$ cat src/rtl/tga_pkg.sv
`timescale 1ns / 1ps

package tga_pkg;

  localparam int unsigned OutDataW = 88;
  localparam int unsigned FifoDepth = 2;

  // Result status codes
  localparam logic [3:0] ST_OK           = 4'd0;
  localparam logic [3:0] ST_MAP_TYPE     = 4'd1;
  localparam logic [3:0] ST_IMAGE_TYPE   = 4'd2;
  localparam logic [3:0] ST_MISSING_MAP  = 4'd3;
  localparam logic [3:0] ST_UNNEEDED_MAP = 4'd4;
  localparam logic [3:0] ST_FIRST_NO_MAP = 4'd5;
  localparam logic [3:0] ST_FIRST_RANGE  = 4'd6;
  localparam logic [3:0] ST_MAP_LENGTH   = 4'd7;
  localparam logic [3:0] ST_ENTRY_NO_MAP = 4'd8;
  localparam logic [3:0] ST_ENTRY_SIZE   = 4'd9;
  localparam logic [3:0] ST_DESC_RSVD    = 4'd10;
  localparam logic [3:0] ST_DEPTH        = 4'd11;
  localparam logic [3:0] ST_ID_SHORT     = 4'd12;
  localparam logic [3:0] ST_MAP_SHORT    = 4'd13;
  localparam logic [3:0] ST_DATA_SHORT   = 4'd14;

  localparam logic [7:0] DESC_RESERVED = 8'hC0;
  localparam logic [7:0] HEADER_LEN    = 8'd18;

  // Header summary handed from parser to checker
  typedef struct packed {
    logic [3:0]  status;
    logic [7:0]  id_length;
    logic [3:0]  type_code;
    logic [15:0] first_entry;
    logic [15:0] entry_count;
    logic [2:0]  entry_bytes;
    logic [15:0] width;
    logic [15:0] height;
    logic [5:0]  pixel_bytes;
    logic        flip_x;
    logic        flip_y;
  } tga_job_t;

  function automatic logic size_ok(input logic [7:0] bits);
    return (bits == 8'd15) || (bits == 8'd16) || (bits == 8'd24) || (bits == 8'd32);
  endfunction

endpackage

$ cat src/rtl/tga_fifo.sv
`timescale 1ns / 1ps

module tga_fifo
  import tga_pkg::*;
(
  input  logic     clk,
  input  logic     rst_n,
  input  logic     push,
  input  tga_job_t push_job,
  output logic     full,
  input  logic     pop,
  output logic     empty,
  output tga_job_t pop_job
);

  tga_job_t   mem_r [FifoDepth];
  logic       wr_ptr_r, wr_ptr_nxt;
  logic       rd_ptr_r, rd_ptr_nxt;
  logic [1:0] count_r, count_nxt;

  assign full    = (count_r == 2'(FifoDepth));
  assign empty   = (count_r == 2'd0);
  assign pop_job = mem_r[rd_ptr_r];

  always_comb begin
    wr_ptr_nxt = wr_ptr_r;
    rd_ptr_nxt = rd_ptr_r;
    count_nxt  = count_r;
    if (push && !full) begin
      wr_ptr_nxt = ~wr_ptr_r;
    end
    if (pop && !empty) begin
      rd_ptr_nxt = ~rd_ptr_r;
    end
    if ((push && !full) && !(pop && !empty)) begin
      count_nxt = count_r + 2'd1;
    end else if (!(push && !full) && (pop && !empty)) begin
      count_nxt = count_r - 2'd1;
    end
  end

  always_ff @(posedge clk) begin
    if (!rst_n) begin
      wr_ptr_r <= 1'b0;
      rd_ptr_r <= 1'b0;
      count_r  <= 2'd0;
    end else begin
      wr_ptr_r <= wr_ptr_nxt;
      rd_ptr_r <= rd_ptr_nxt;
      count_r  <= count_nxt;
    end
  end

  always_ff @(posedge clk) begin
    if (push && !full) begin
      mem_r[wr_ptr_r] <= push_job;
    end
  end

endmodule

$ cat src/rtl/tga_front.sv
`timescale 1ns / 1ps

module tga_front
  import tga_pkg::*;
(
  input  logic     clk,
  input  logic     rst_n,
  input  logic     byte_valid,
  input  logic [7:0] byte_data,
  input  logic     byte_first,
  output logic     byte_ready,
  output logic     job_push,
  output tga_job_t job,
  input  logic     job_full
);

  localparam logic [4:0] POS_ID     = 5'd0;
  localparam logic [4:0] POS_MAPT   = 5'd1;
  localparam logic [4:0] POS_IMGT   = 5'd2;
  localparam logic [4:0] POS_FE_LO  = 5'd3;
  localparam logic [4:0] POS_FE_HI  = 5'd4;
  localparam logic [4:0] POS_EC_LO  = 5'd5;
  localparam logic [4:0] POS_EC_HI  = 5'd6;
  localparam logic [4:0] POS_EBITS  = 5'd7;
  localparam logic [4:0] POS_W_LO   = 5'd12;
  localparam logic [4:0] POS_W_HI   = 5'd13;
  localparam logic [4:0] POS_H_LO   = 5'd14;
  localparam logic [4:0] POS_H_HI   = 5'd15;
  localparam logic [4:0] POS_DEPTH  = 5'd16;
  localparam logic [4:0] POS_DESC   = 5'd17;

  logic [4:0]  pos_r;
  logic        stopped_r;
  logic [7:0]  id_r;
  logic        has_map_r;
  logic [3:0]  type_r;
  logic [15:0] fe_r;
  logic [15:0] ec_r;
  logic [2:0]  meb_r;
  logic [15:0] w_r;
  logic [15:0] h_r;
  logic [5:0]  pb_r;

  logic        accept, active, mapped, type_ok;
  logic [4:0]  pos;
  logic [3:0]  err;
  logic [15:0] fe_full, ec_full;
  logic [7:0]  depth;
  logic [8:0]  depth_sum;

  assign byte_ready = !job_full;
  assign accept     = byte_valid && byte_ready;
  assign active     = accept && (byte_first || !stopped_r);
  assign pos        = byte_first ? POS_ID : pos_r;
  assign fe_full    = {byte_data, fe_r[7:0]};
  assign ec_full    = {byte_data, ec_r[7:0]};
  assign type_ok    = (byte_data == 8'd1) || (byte_data == 8'd2) || (byte_data == 8'd3) ||
                      (byte_data == 8'd9) || (byte_data == 8'd10) || (byte_data == 8'd11);
  assign mapped     = (byte_data == 8'd1) || (byte_data == 8'd9);
  assign depth      = (byte_data == 8'd15) ? 8'd16 : byte_data;
  assign depth_sum  = {1'b0, depth} + 9'd7;

  always_comb begin
    err = ST_OK;
    case (pos)
      POS_MAPT: begin
        if (byte_data > 8'd1) err = ST_MAP_TYPE;
      end
      POS_IMGT: begin
        if (!type_ok) err = ST_IMAGE_TYPE;
        else if (!has_map_r && mapped) err = ST_MISSING_MAP;
        else if (has_map_r && !mapped) err = ST_UNNEEDED_MAP;
      end
      POS_FE_HI: begin
        if (fe_full != 16'd0 && !has_map_r) err = ST_FIRST_NO_MAP;
      end
      POS_EC_HI: begin
        if (!has_map_r && ec_full != 16'd0) err = ST_MAP_LENGTH;
        else if (has_map_r && ec_full == 16'd0) err = ST_MAP_LENGTH;
        else if (fe_r > ec_full) err = ST_FIRST_RANGE;
      end
      POS_EBITS: begin
        if (!has_map_r && byte_data != 8'd0) err = ST_ENTRY_NO_MAP;
        else if (has_map_r && !size_ok(byte_data)) err = ST_ENTRY_SIZE;
      end
      POS_DEPTH: begin
        if (!(size_ok(byte_data) || has_map_r)) err = ST_DEPTH;
      end
      POS_DESC: begin
        if ((byte_data & DESC_RESERVED) != 8'd0) err = ST_DESC_RSVD;
      end
      default: err = ST_OK;
    endcase
  end

  assign job_push = active && ((err != ST_OK) || (pos == POS_DESC));

  always_comb begin
    job.status      = err;
    job.id_length   = id_r;
    job.type_code   = type_r;
    job.first_entry = fe_r;
    job.entry_count = ec_r;
    job.entry_bytes = meb_r;
    job.width       = w_r;
    job.height      = h_r;
    job.pixel_bytes = pb_r;
    job.flip_x      = byte_data[4];
    job.flip_y      = byte_data[5];
  end

  always_ff @(posedge clk) begin
    if (!rst_n) begin
      pos_r     <= POS_ID;
      stopped_r <= 1'b0;
    end else if (active) begin
      pos_r     <= pos + 5'd1;
      stopped_r <= job_push;
    end
  end

  always_ff @(posedge clk) begin
    if (active) begin
      case (pos)
        POS_ID:    id_r      <= byte_data;
        POS_MAPT:  has_map_r <= (byte_data == 8'd1);
        POS_IMGT:  type_r    <= byte_data[3:0];
        POS_FE_LO: fe_r      <= {8'd0, byte_data};
        POS_FE_HI: fe_r      <= fe_full;
        POS_EC_LO: ec_r      <= {8'd0, byte_data};
        POS_EC_HI: ec_r      <= ec_full;
        POS_EBITS: meb_r     <= (byte_data == 8'd15) ? 3'd2 : byte_data[5:3];
        POS_W_LO:  w_r       <= {8'd0, byte_data};
        POS_W_HI:  w_r       <= {byte_data, w_r[7:0]};
        POS_H_LO:  h_r       <= {8'd0, byte_data};
        POS_H_HI:  h_r       <= {byte_data, h_r[7:0]};
        POS_DEPTH: pb_r      <= depth_sum[8:3];
        default: ;
      endcase
    end
  end

endmodule

$ cat src/rtl/tga_back.sv
`timescale 1ns / 1ps

module tga_back
  import tga_pkg::*;
(
  input  logic                clk,
  input  logic                rst_n,
  input  logic [31:0]         file_length,
  input  logic                job_empty,
  input  tga_job_t            job_in,
  output logic                job_pop,
  output logic                res_valid,
  input  logic                res_ready,
  output logic [OutDataW-1:0] res_data
);

  typedef enum logic [4:0] {
    S_IDLE = 5'b00001,
    S_MUL  = 5'b00010,
    S_PIX  = 5'b00100,
    S_SUM  = 5'b01000,
    S_CHK  = 5'b10000
  } state_t;

  state_t              state_r, state_nxt;
  tga_job_t            job_r;
  logic [31:0]         wh_r;
  logic [8:0]          need1_r;
  logic [18:0]         need2_r;
  logic [37:0]         pix_r;
  logic [38:0]         need3_r;
  logic                out_valid_r;
  logic [OutDataW-1:0] out_data_r;
  logic                emit;
  logic [3:0]          status;
  logic [1:0]          img_class;
  logic [18:0]         map_size;

  assign job_pop   = (state_r == S_IDLE) && !job_empty;
  assign emit      = (state_r == S_CHK) && (!out_valid_r || res_ready);
  assign res_valid = out_valid_r;
  assign res_data  = out_data_r;
  assign map_size  = 19'(job_r.entry_count) * 19'(job_r.entry_bytes);
  assign img_class = job_r.type_code[1:0] - 2'd1;

  always_comb begin
    if (job_r.status != ST_OK) status = job_r.status;
    else if ({23'd0, need1_r} > file_length) status = ST_ID_SHORT;
    else if ({13'd0, need2_r} > file_length) status = ST_MAP_SHORT;
    else if (job_r.type_code <= 4'd3 && need3_r > {7'd0, file_length}) status = ST_DATA_SHORT;
    else status = ST_OK;
  end

  always_comb begin
    state_nxt = state_r;
    unique case (state_r)
      S_IDLE: if (!job_empty) state_nxt = (job_in.status != ST_OK) ? S_CHK : S_MUL;
      S_MUL:  state_nxt = S_PIX;
      S_PIX:  state_nxt = S_SUM;
      S_SUM:  state_nxt = S_CHK;
      S_CHK:  if (emit) state_nxt = S_IDLE;
      default: state_nxt = S_IDLE;
    endcase
  end

  always_ff @(posedge clk) begin
    if (!rst_n) begin
      state_r     <= S_IDLE;
      out_valid_r <= 1'b0;
    end else begin
      state_r <= state_nxt;
      if (emit) out_valid_r <= 1'b1;
      else if (res_ready) out_valid_r <= 1'b0;
    end
  end

  always_ff @(posedge clk) begin
    if (job_pop) job_r <= job_in;
    if (state_r == S_MUL) begin
      wh_r    <= job_r.width * job_r.height;
      need1_r <= {1'b0, HEADER_LEN} + {1'b0, job_r.id_length};
      need2_r <= 19'({1'b0, HEADER_LEN} + {1'b0, job_r.id_length}) + map_size;
    end
    if (state_r == S_PIX) pix_r <= wh_r * job_r.pixel_bytes;
    if (state_r == S_SUM) need3_r <= {20'd0, need2_r} + {1'b0, pix_r};
    if (emit) begin
      if (status != ST_OK) begin
        out_data_r <= {{(OutDataW-4){1'b0}}, status};
      end else begin
        // Fields from bit 0 up; padded to whole bytes
        out_data_r <= {6'd0, job_r.flip_y, job_r.flip_x,
                       (job_r.type_code >= 4'd9), img_class, job_r.entry_bytes,
                       job_r.first_entry, job_r.entry_count, job_r.pixel_bytes,
                       job_r.height, job_r.width, status};
      end
    end
  end

endmodule

$ cat src/rtl/targa_header_validator.sv
`timescale 1ns / 1ps
// Channel  Direction  Handshake              Payload
// in_      input      in_tvalid / in_tready  tdata: data_byte; tuser: first_byte
// out_     output     out_tvalid/out_tready  tdata: one result per header, status first
// cfg_     input      cfg_valid / cfg_ready  file_length, always ready
//
// One byte per cycle is taken while the two-entry job queue has room.
// Jobs pass S_MUL, S_PIX, S_SUM (multiplier chain) to S_CHK; error jobs jump to S_CHK.
// Synchronous active-low reset clears parser position, queue and checker state.
// A stalled result output holds the checker; the parser keeps taking bytes until
// the queue fills.

module targa_header_validator
  import tga_pkg::*;
(
  input  logic                clk,
  input  logic                rst_n,
  input  logic                in_tvalid,
  output logic                in_tready,
  input  logic [7:0]          in_tdata,   // [7:0] data_byte
  input  logic                in_tuser,   // [0] first_byte
  output logic                out_tvalid,
  input  logic                out_tready,
  // [3:0] status, [19:4] width in pixels, [35:20] height in pixels, [41:36] pixel_bytes,
  // [57:42] map_length, [73:58] map_first_index, [76:74] map_entry_bytes,
  // [78:77] image_class, [79] run_length_coded, [80] horizontal flip,
  // [81] vertical flip, [87:82] zero
  output logic [OutDataW-1:0] out_tdata,
  input  logic                cfg_valid,
  output logic                cfg_ready,
  input  logic [31:0]         cfg_data
);

  logic [31:0] flen_r;
  logic        push, full, pop, empty;
  tga_job_t    push_job, pop_job;

  assign cfg_ready = 1'b1;

  always_ff @(posedge clk) begin
    if (!rst_n) begin
      flen_r <= 32'd0;
    end else if (cfg_valid && cfg_ready) begin
      flen_r <= cfg_data;
    end
  end

  tga_front u_front (
    .clk        (clk),
    .rst_n      (rst_n),
    .byte_valid (in_tvalid),
    .byte_data  (in_tdata),
    .byte_first (in_tuser),
    .byte_ready (in_tready),
    .job_push   (push),
    .job        (push_job),
    .job_full   (full)
  );

  tga_fifo u_fifo (
    .clk      (clk),
    .rst_n    (rst_n),
    .push     (push),
    .push_job (push_job),
    .full     (full),
    .pop      (pop),
    .empty    (empty),
    .pop_job  (pop_job)
  );

  tga_back u_back (
    .clk         (clk),
    .rst_n       (rst_n),
    .file_length (flen_r),
    .job_empty   (empty),
    .job_in      (pop_job),
    .job_pop     (pop),
    .res_valid   (out_tvalid),
    .res_ready   (out_tready),
    .res_data    (out_tdata)
  );

endmodule
$ cat config.mk
export PLATFORM = sky130hd
export DESIGN_NAME = targa_header_validator
export DESIGN_NICKNAME = d
export VERILOG_FILES = /design/src/rtl/tga_pkg.sv /design/src/rtl/tga_fifo.sv /design/src/rtl/tga_front.sv /design/src/rtl/tga_back.sv /design/src/rtl/targa_header_validator.sv
export SDC_FILE = /design/constraint.sdc
export NUM_CORES = 2
export LEC_CHECK = 0
export BUFFER_PORTS_ARGS = -buffer_cell sky130_fd_sc_hd__buf_2
export CORE_ASPECT_RATIO = 1.2
export CORE_MARGIN = 2
export CORE_UTILIZATION = 60
export CTS_CLUSTER_DIAMETER = 150
export DETAILED_ROUTE_END_ITERATION = 8
export PLACE_DENSITY = 0.89
export REMOVE_ABC_BUFFERS = 1
export SLEW_MARGIN = 30
export SYNTH_ARGS = -nofsm -noshare
export SYNTH_HDL_FRONTEND = slang
export SYNTH_SLANG_ARGS = --single-unit
$ cat constraint.sdc
create_clock -name clk -period 10.4 [get_ports clk]
set_input_delay 1.04 -clock clk [delete_from_list [all_inputs] [get_ports clk]]
set_output_delay 1.04 -clock clk [all_outputs]
set_load 0.01 [all_outputs]
# After elaboration in Yosys (flattened, before gate mapping)
# Memories as Yosys holds them, arrays and structs flattened. A register that Yosys moved wholly into a read port is not among the register bits.
# Index checks and enable logic that the tools add are counted.
[word_totals]
ram_bits = 182
in_bits = 46
register_bits = 450
elab_cells = 201
mem_count = 1
[op_classes]
order_cmp = 7
muxes = 35
eq_ne = 31
bitwise = 6
add_sub_neg = 9
mul = 3
n_reduce_logical = 70
[mem_list]
columns = ["name", "words", "word_bits", "read_ports", "rd_clocked_by_memory_dff", "wr", "line", "source"]
rows = [
  ["u_fifo.mem_r", 2, 91, 1, 1, 1, "tga_fifo.sv:16", "tga_job_t mem_r [FifoDepth];"],
]
[ops]
columns = ["cell", "count"]
rows = [
  ["16-bit case mux with 2 select lines", 4],
  ["4-bit two-way mux", 12],
  ["19-bit by 38-bit adder with 39-bit output", 1],
  ["39-bit by 32-bit > comparator with 1-bit output", 1],
  ["32-bit by 6-bit multiplier with 38-bit output", 1],
  ["8-bit by 4-bit equality test with 1-bit output (second input constant)", 4],
  ["19-bit by 32-bit > comparator with 1-bit output", 1],
  ["9-bit by 32-bit > comparator with 1-bit output", 1],
  ["16-bit by 16-bit multiplier with 32-bit output", 1],
  ["16-bit nonzero test", 2],
  ["4-bit case mux with 7 select lines", 1],
  ["5-bit by 3-bit equality test with 1-bit output (second input constant)", 5],
  ["5-bit by 4-bit equality test with 1-bit output (second input constant)", 5],
  ["5-bit case mux with 5 select lines", 1],
  ["5-bit two-way mux", 4],
  ["2-bit AND reduction", 10],
  ["19-bit adder", 1],
  ["16-bit by 3-bit multiplier with 19-bit output", 1],
  ["5-bit by 8-bit adder with 9-bit output (first input constant)", 2],
  ["1-bit logical AND", 17],
  ["8-bit by 2-bit equality test with 1-bit output (second input constant)", 2],
  ["8-bit by 5-bit equality test with 1-bit output (second input constant)", 2],
  ["16-bit > comparator", 1],
  ["16-bit logical NOT", 1],
  ["other kinds (28)", 80],
]

# Depth between registers and ports, before layout
[logic_depth]
depth_word = 17
depth_mapped = 25
ltp_nobuf = 24

# By module
# Synthesis repeated with hierarchy kept, for this count alone.
[unflattened]
cells_unflattened = 3497
area_unflattened_um2 = 41145.7
[by_module_without_submodules]
columns = ["mod", "cells_each", "instances", "seq_area_each_um2", "area_each_um2"]
rows = [
  ["tga_back", 2727, 1, 9429.0, 28791.4],
  ["tga_fifo", 308, 1, 5565.3, 6796.5],
  ["tga_front", 357, 1, 2702.6, 4302.9],
  ["targa_header_validator", 105, 1, 640.6, 1255.0],
]

# Worst setup path after synthesis
# Ideal clock, no wire load.
[synth_path]
path_kind = "in2reg"
from = "input port in_tdata[4]"
to = "memory u_fifo.mem_r[0][0] (netlist name), enable pin"
arrival_time_ps = 6960
setup_ps = 553
required_ps = 9847
cell_stages = 10
slack_ps = 2887
path_cell_list = "buf_2 > or4_4 > nor3_1 > nand3_1 > inv_1 > ha_1 > o221ai_1 > a211o_1 > o31a_1 > nor2b_1"
[synth_rtl]
columns = ["item", "line", "source"]
rows = [
  ["from (decl)", "targa_header_validator.sv:20", "input logic [7:0] in_tdata,"],
  ["to (decl)", "tga_fifo.sv:16", ""],
]

# Worst setup path after layout
[layout_path]
from = "register u_back.job_r[29] (netlist name)"
to = "register u_back.wh_r[30], data pin"
[layout_via]
elab_chain_len = 1
[layout_rtl]
columns = ["item", "line", "source"]
rows = [
  ["from (decl)", "tga_back.sv:26", "tga_job_t job_r;"],
  ["from (signal assigned)", "tga_back.sv:78", "if (job_pop) job_r <= job_in;"],
  ["16-bit by 16-bit multiplier with 32-bit output", "tga_back.sv:80", "wh_r <= job_r.width * job_r.height;"],
  ["to (signal assigned)", "tga_back.sv:80", ""],
  ["to (decl)", "tga_back.sv:27", "logic [31:0] wh_r;"],
]
# Every way passes these cells.
# A chain may end at the register's enable or synchronous reset.

==> results by group <==
Synthesis
  • Fraction of the yosys area taken by sequential cells: roughly 45%
  • Asr flop ratio synth: 0%
  • Number of synthesized flops with an enable pin: 578
  • Synthesized area: roughly 41000 um^2
  • Yosys warns: 0
  • Syn Inst Count: between 3000 and 4000
  • Synth Register Bits: 627
  • Dominant synthesized flop cell: edfxtp_1
  • Average size of a mapped cell: 11.7 um^2
  • Netlist cell types: 80

Cells and area
  • Final instance area: roughly 45000 um^2
  • FILL cells: around 4500
  • Commonest non-fill, non-tap cell in the layout: edfxtp_1
  • P&R area growth vs syn: 9.44%
  • Most frequent cells in the layout: edfxtp_1, inv_1, nand2_1
  • Net count reported at finish: between 4000 and 5000
  • Fraction of final layout cells sized beyond drive strength 1: about a tenth

Routing
  • Vias/cell: roughly 5.9
  • DR vias: around 27000
  • Initial drt markers: between 2000 and 3000
  • Antenna-violating nets left: 0
  • DRC: 0
  • Routed wire length: a little over 90000 um
  • Routed len/inst: between 20 and 25 um
  • First-pass iteration count of the detailed router: 8

Global route
  • GRT Residual Overflow: 0
  • Vias in the first global route: 27800
  • Met1 usage: 31.3%
  • Met2 usage in global routing: approximately 48%
  • Largest net degree at the start of global routing: 79
  • Total track usage: between 20% and 30%
  • Met3 usage: around 4.3%
  • First-pass GRT wire length: between 100000 and 150000 um
  • Most used routing layer: met2
  • Initial antenna violation count: 2

STA
  • Final setup TNS: 0 ns
  • Setup Viol. Count Final: 0
  • Fin crit share: between 60% and 70%
  • Fmax: between 100 and 150 MHz
  • Worst setup margin: about 3.3 ns
  • Final hold vios: 0
  • Slew Limit Fails: 0
  • RSZ-0062 raised after global routing: no
  • Max_slew headroom: 38.2%
  • Period minus WS final: between 7 and 8 ns
  • Slew at the pin closest to its max-slew limit: roughly 0.93 ns
  • Clk_skew: about 0.082 ns

Worst setup path
  • CP Max Fanout: 17
  • Critical path class: register to register
  • CP Capture Type: register
  • CP dominant cell by count: inv_1
  • Critical Path Start: u_back.job_r[29]
  • R2r startpoint: u_back.job_r[29]
  • Slowest cell on crit path: edfxtp_1
  • Worst path required time: around 11 ns
  • Crit-path max cell delay: approximately 0.70 ns
  • Crit path max-delay family: adder cells
  • CP arrival: 7.53 ns
  • Crit path launch type: register
  • Crit-path cells: and2_1 -> fa_1 -> inv_1 -> fa_1 -> inv_1 -> fa_1 -> inv_1 -> fa_1 -> inv_1 -> fa_1 -> inv_1 -> fa_1 -> inv_1 -> ha_1 -> inv_1 -> nor2_1 -> o221a_2 -> a21oi_1 -> a31oi_1 -> o22a_1 -> a211o_1 -> a31oi_1 -> o21ai_0 -> xor2_1
  • Buffer and inverter count on the worst path: 7

Placed design
  • Cell Area, Placed: about 42000 um^2
  • GPL Wtd Cong: around 0.93
  • PortBufs: between 100 and 150
  • Final HPWL DP: ~64000 um
  • Pre-CTS WS: around 3.4 ns

Run status
  • Status: completed

Clock tree
  • Clk_lat worst skew: around 0.7 ns
  • Clock sink count: ~630
  • Worst-path clk slew: around 0.070 ns
  • H-tree depth: 2
  • CTS Hold Bufs: 0
  • Clock tree buffer depth: 3
  • Inserted Clock Buffers: slightly below 60
  • Setup bufs post-CTS: 0
  • CTS tree: built
  • Root buf cell: clkbuf_16
  • Post-cts sizing count: 0

Die
  • Total die area: 70000 um^2
  • Boundary pin count: between 100 and 150
  • Die Span Y: ~290 um
  • Std cell rows: approximately 100
  • DIE WIDTH: roughly 240 um
  • Core area: approximately 67000 um^2
  • Starting Density: a little over 60%

Run
  • Max Cap Violations: 0

Hold path
  • Hold Path Origin: u_front.type_r[1]
  • Hold Crit Class: register to register
-- worst paths after layout --
kind | slack [ns] | to | depth (start not counted)
setup reg to reg | 3.27 | u_back.wh_r[30] | 24
setup / recovery | 3.27 | u_back.wh_r[30] | 24
hold reg to reg | 0.45 | u_fifo.mem_r[1][76] | 0
hold / removal | 0.45 | u_fifo.mem_r[1][76] | 0
-- registers in the layout (all words and copies together), names as in the netlist, 4 cells and up, named ones only --
register and flops:
u_fifo.mem_r 182, u_back.job_r 91, u_back.res_data 82, u_back.need3_r 39, u_back.pix_r 38, flen_r 32, u_back.wh_r 32, u_back.need2_r 19
u_front.ec_r 16, u_front.fe_r 16, u_front.h_r 16, u_front.w_r 16, u_back.need1_r 9, u_front.id_r 8, u_front.pb_r 6, u_back.state_r 5
u_front.pos_r 5, u_front.type_r 4
-- per-layer routing --
| layer | vias up | part of all wire, % | wire length (um) |
|---|---|---|---|
| met1 | 13000 | 36 | 33000 |
| met5 | - | 0.015 | 14 |
| met2 | 1448 | 51 | 47400 |
| met3 | 365 | 7.9 | 7300 |
| met4 | 2 | 5.2 | 4830 |
| li1 | 11800 | - | - |
-- worst reg2reg max path: stages (launching register included) --
cell      delay (ns)
edfxtp_1        0.70
and2_1          0.34
fa_1            0.54
inv_1           0.06
fa_1            0.53
inv_1           0.06
fa_1            0.50
inv_1           0.05
fa_1            0.48
inv_1           0.05
fa_1            0.53
inv_1           0.06
fa_1            0.54
inv_1           0.04
ha_1            0.34
inv_1           0.15
nor2_1          0.08
o221a_2         0.25
a21oi_1         0.39
a31oi_1         0.20
o22a_1          0.26
a211o_1         0.29
a31oi_1         0.16
o21ai_0         0.11
xor2_1          0.15
-- layout make-up --
type / count / area (um^2) / share of cell area [%]
clock buffers: 64 / 1500 / 3.36
multi-input cells: 2248 / 20200 / 45.2
clock inverters: 48 / 736 / 1.65
well taps: 901 / 1130 / 2.53
repair buffers: 151 / 856 / 1.92
inverters: 491 / 1840 / 4.14
flip-flops and latches: 627 / 18300 / 41.2
diodes: 1 / 2.50 / 0.00562
-- metrics by stage --
step,utilization (%),cells,hold WS [ns]
2_1_floorplan,-,3366,0.421
3_3_place_gp,62.9,4411,0.422
3_5_place_dp,63.0,4418,0.430
4_1_cts,66.4,4530,0.443
5_1_grt,66.4,4531,0.456
6_report,66.4,4531,0.448
-- Yosys cell counts, types with 12 or more instances --
cell	number	share of area, %
edfxtp_1	578	43
inv_1	484	4.5
nand2_1	411	3.8
fa_1	338	17
ha_1	286	8.8
and2_1	251	3.9
nor2_1	121	1.1
a21oi_1	112	1.4
clkbuf_1	93	0.86
mux2_2	91	2.5
xnor2_1	80	1.7
nor2b_1	57	0.88
a21o_1	55	1.0
dfxtp_1	49	2.4
o21ai_0	47	0.58
nand3_1	45	0.55
xor2_1	39	0.84
nor3_1	33	0.41
mux2i_1	32	0.79
and3_1	25	0.38
nand4_1	21	0.32
o21a_1	21	0.39
nand2b_1	18	0.28
nor4_1	16	0.25
o21bai_1	14	0.26
a211oi_1	12	0.22
-- kinds of logic (layout without fill, tap and decap cells) --
group / Yosys count / count (layout) / synth area share, %
AO/OA/AOI/OAI: 345 / 345 / 5.63
adder cells (fa/ha/maj): 624 / 624 / 25.4
flip-flops: 627 / 627 / 45.0
AND/OR/NAND/NOR: 1030 / 1030 / 12.5
multiplexers: 123 / 123 / 3.30
other: 2 / 8 / 0.0184
buffers and inverters: 599 / 754 / 5.60
XOR/XNOR: 119 / 119 / 2.56
Power is left out: the tool's default activity adds up to more than one toggle a clock period on the data nets, which glitch-free logic cannot reach.
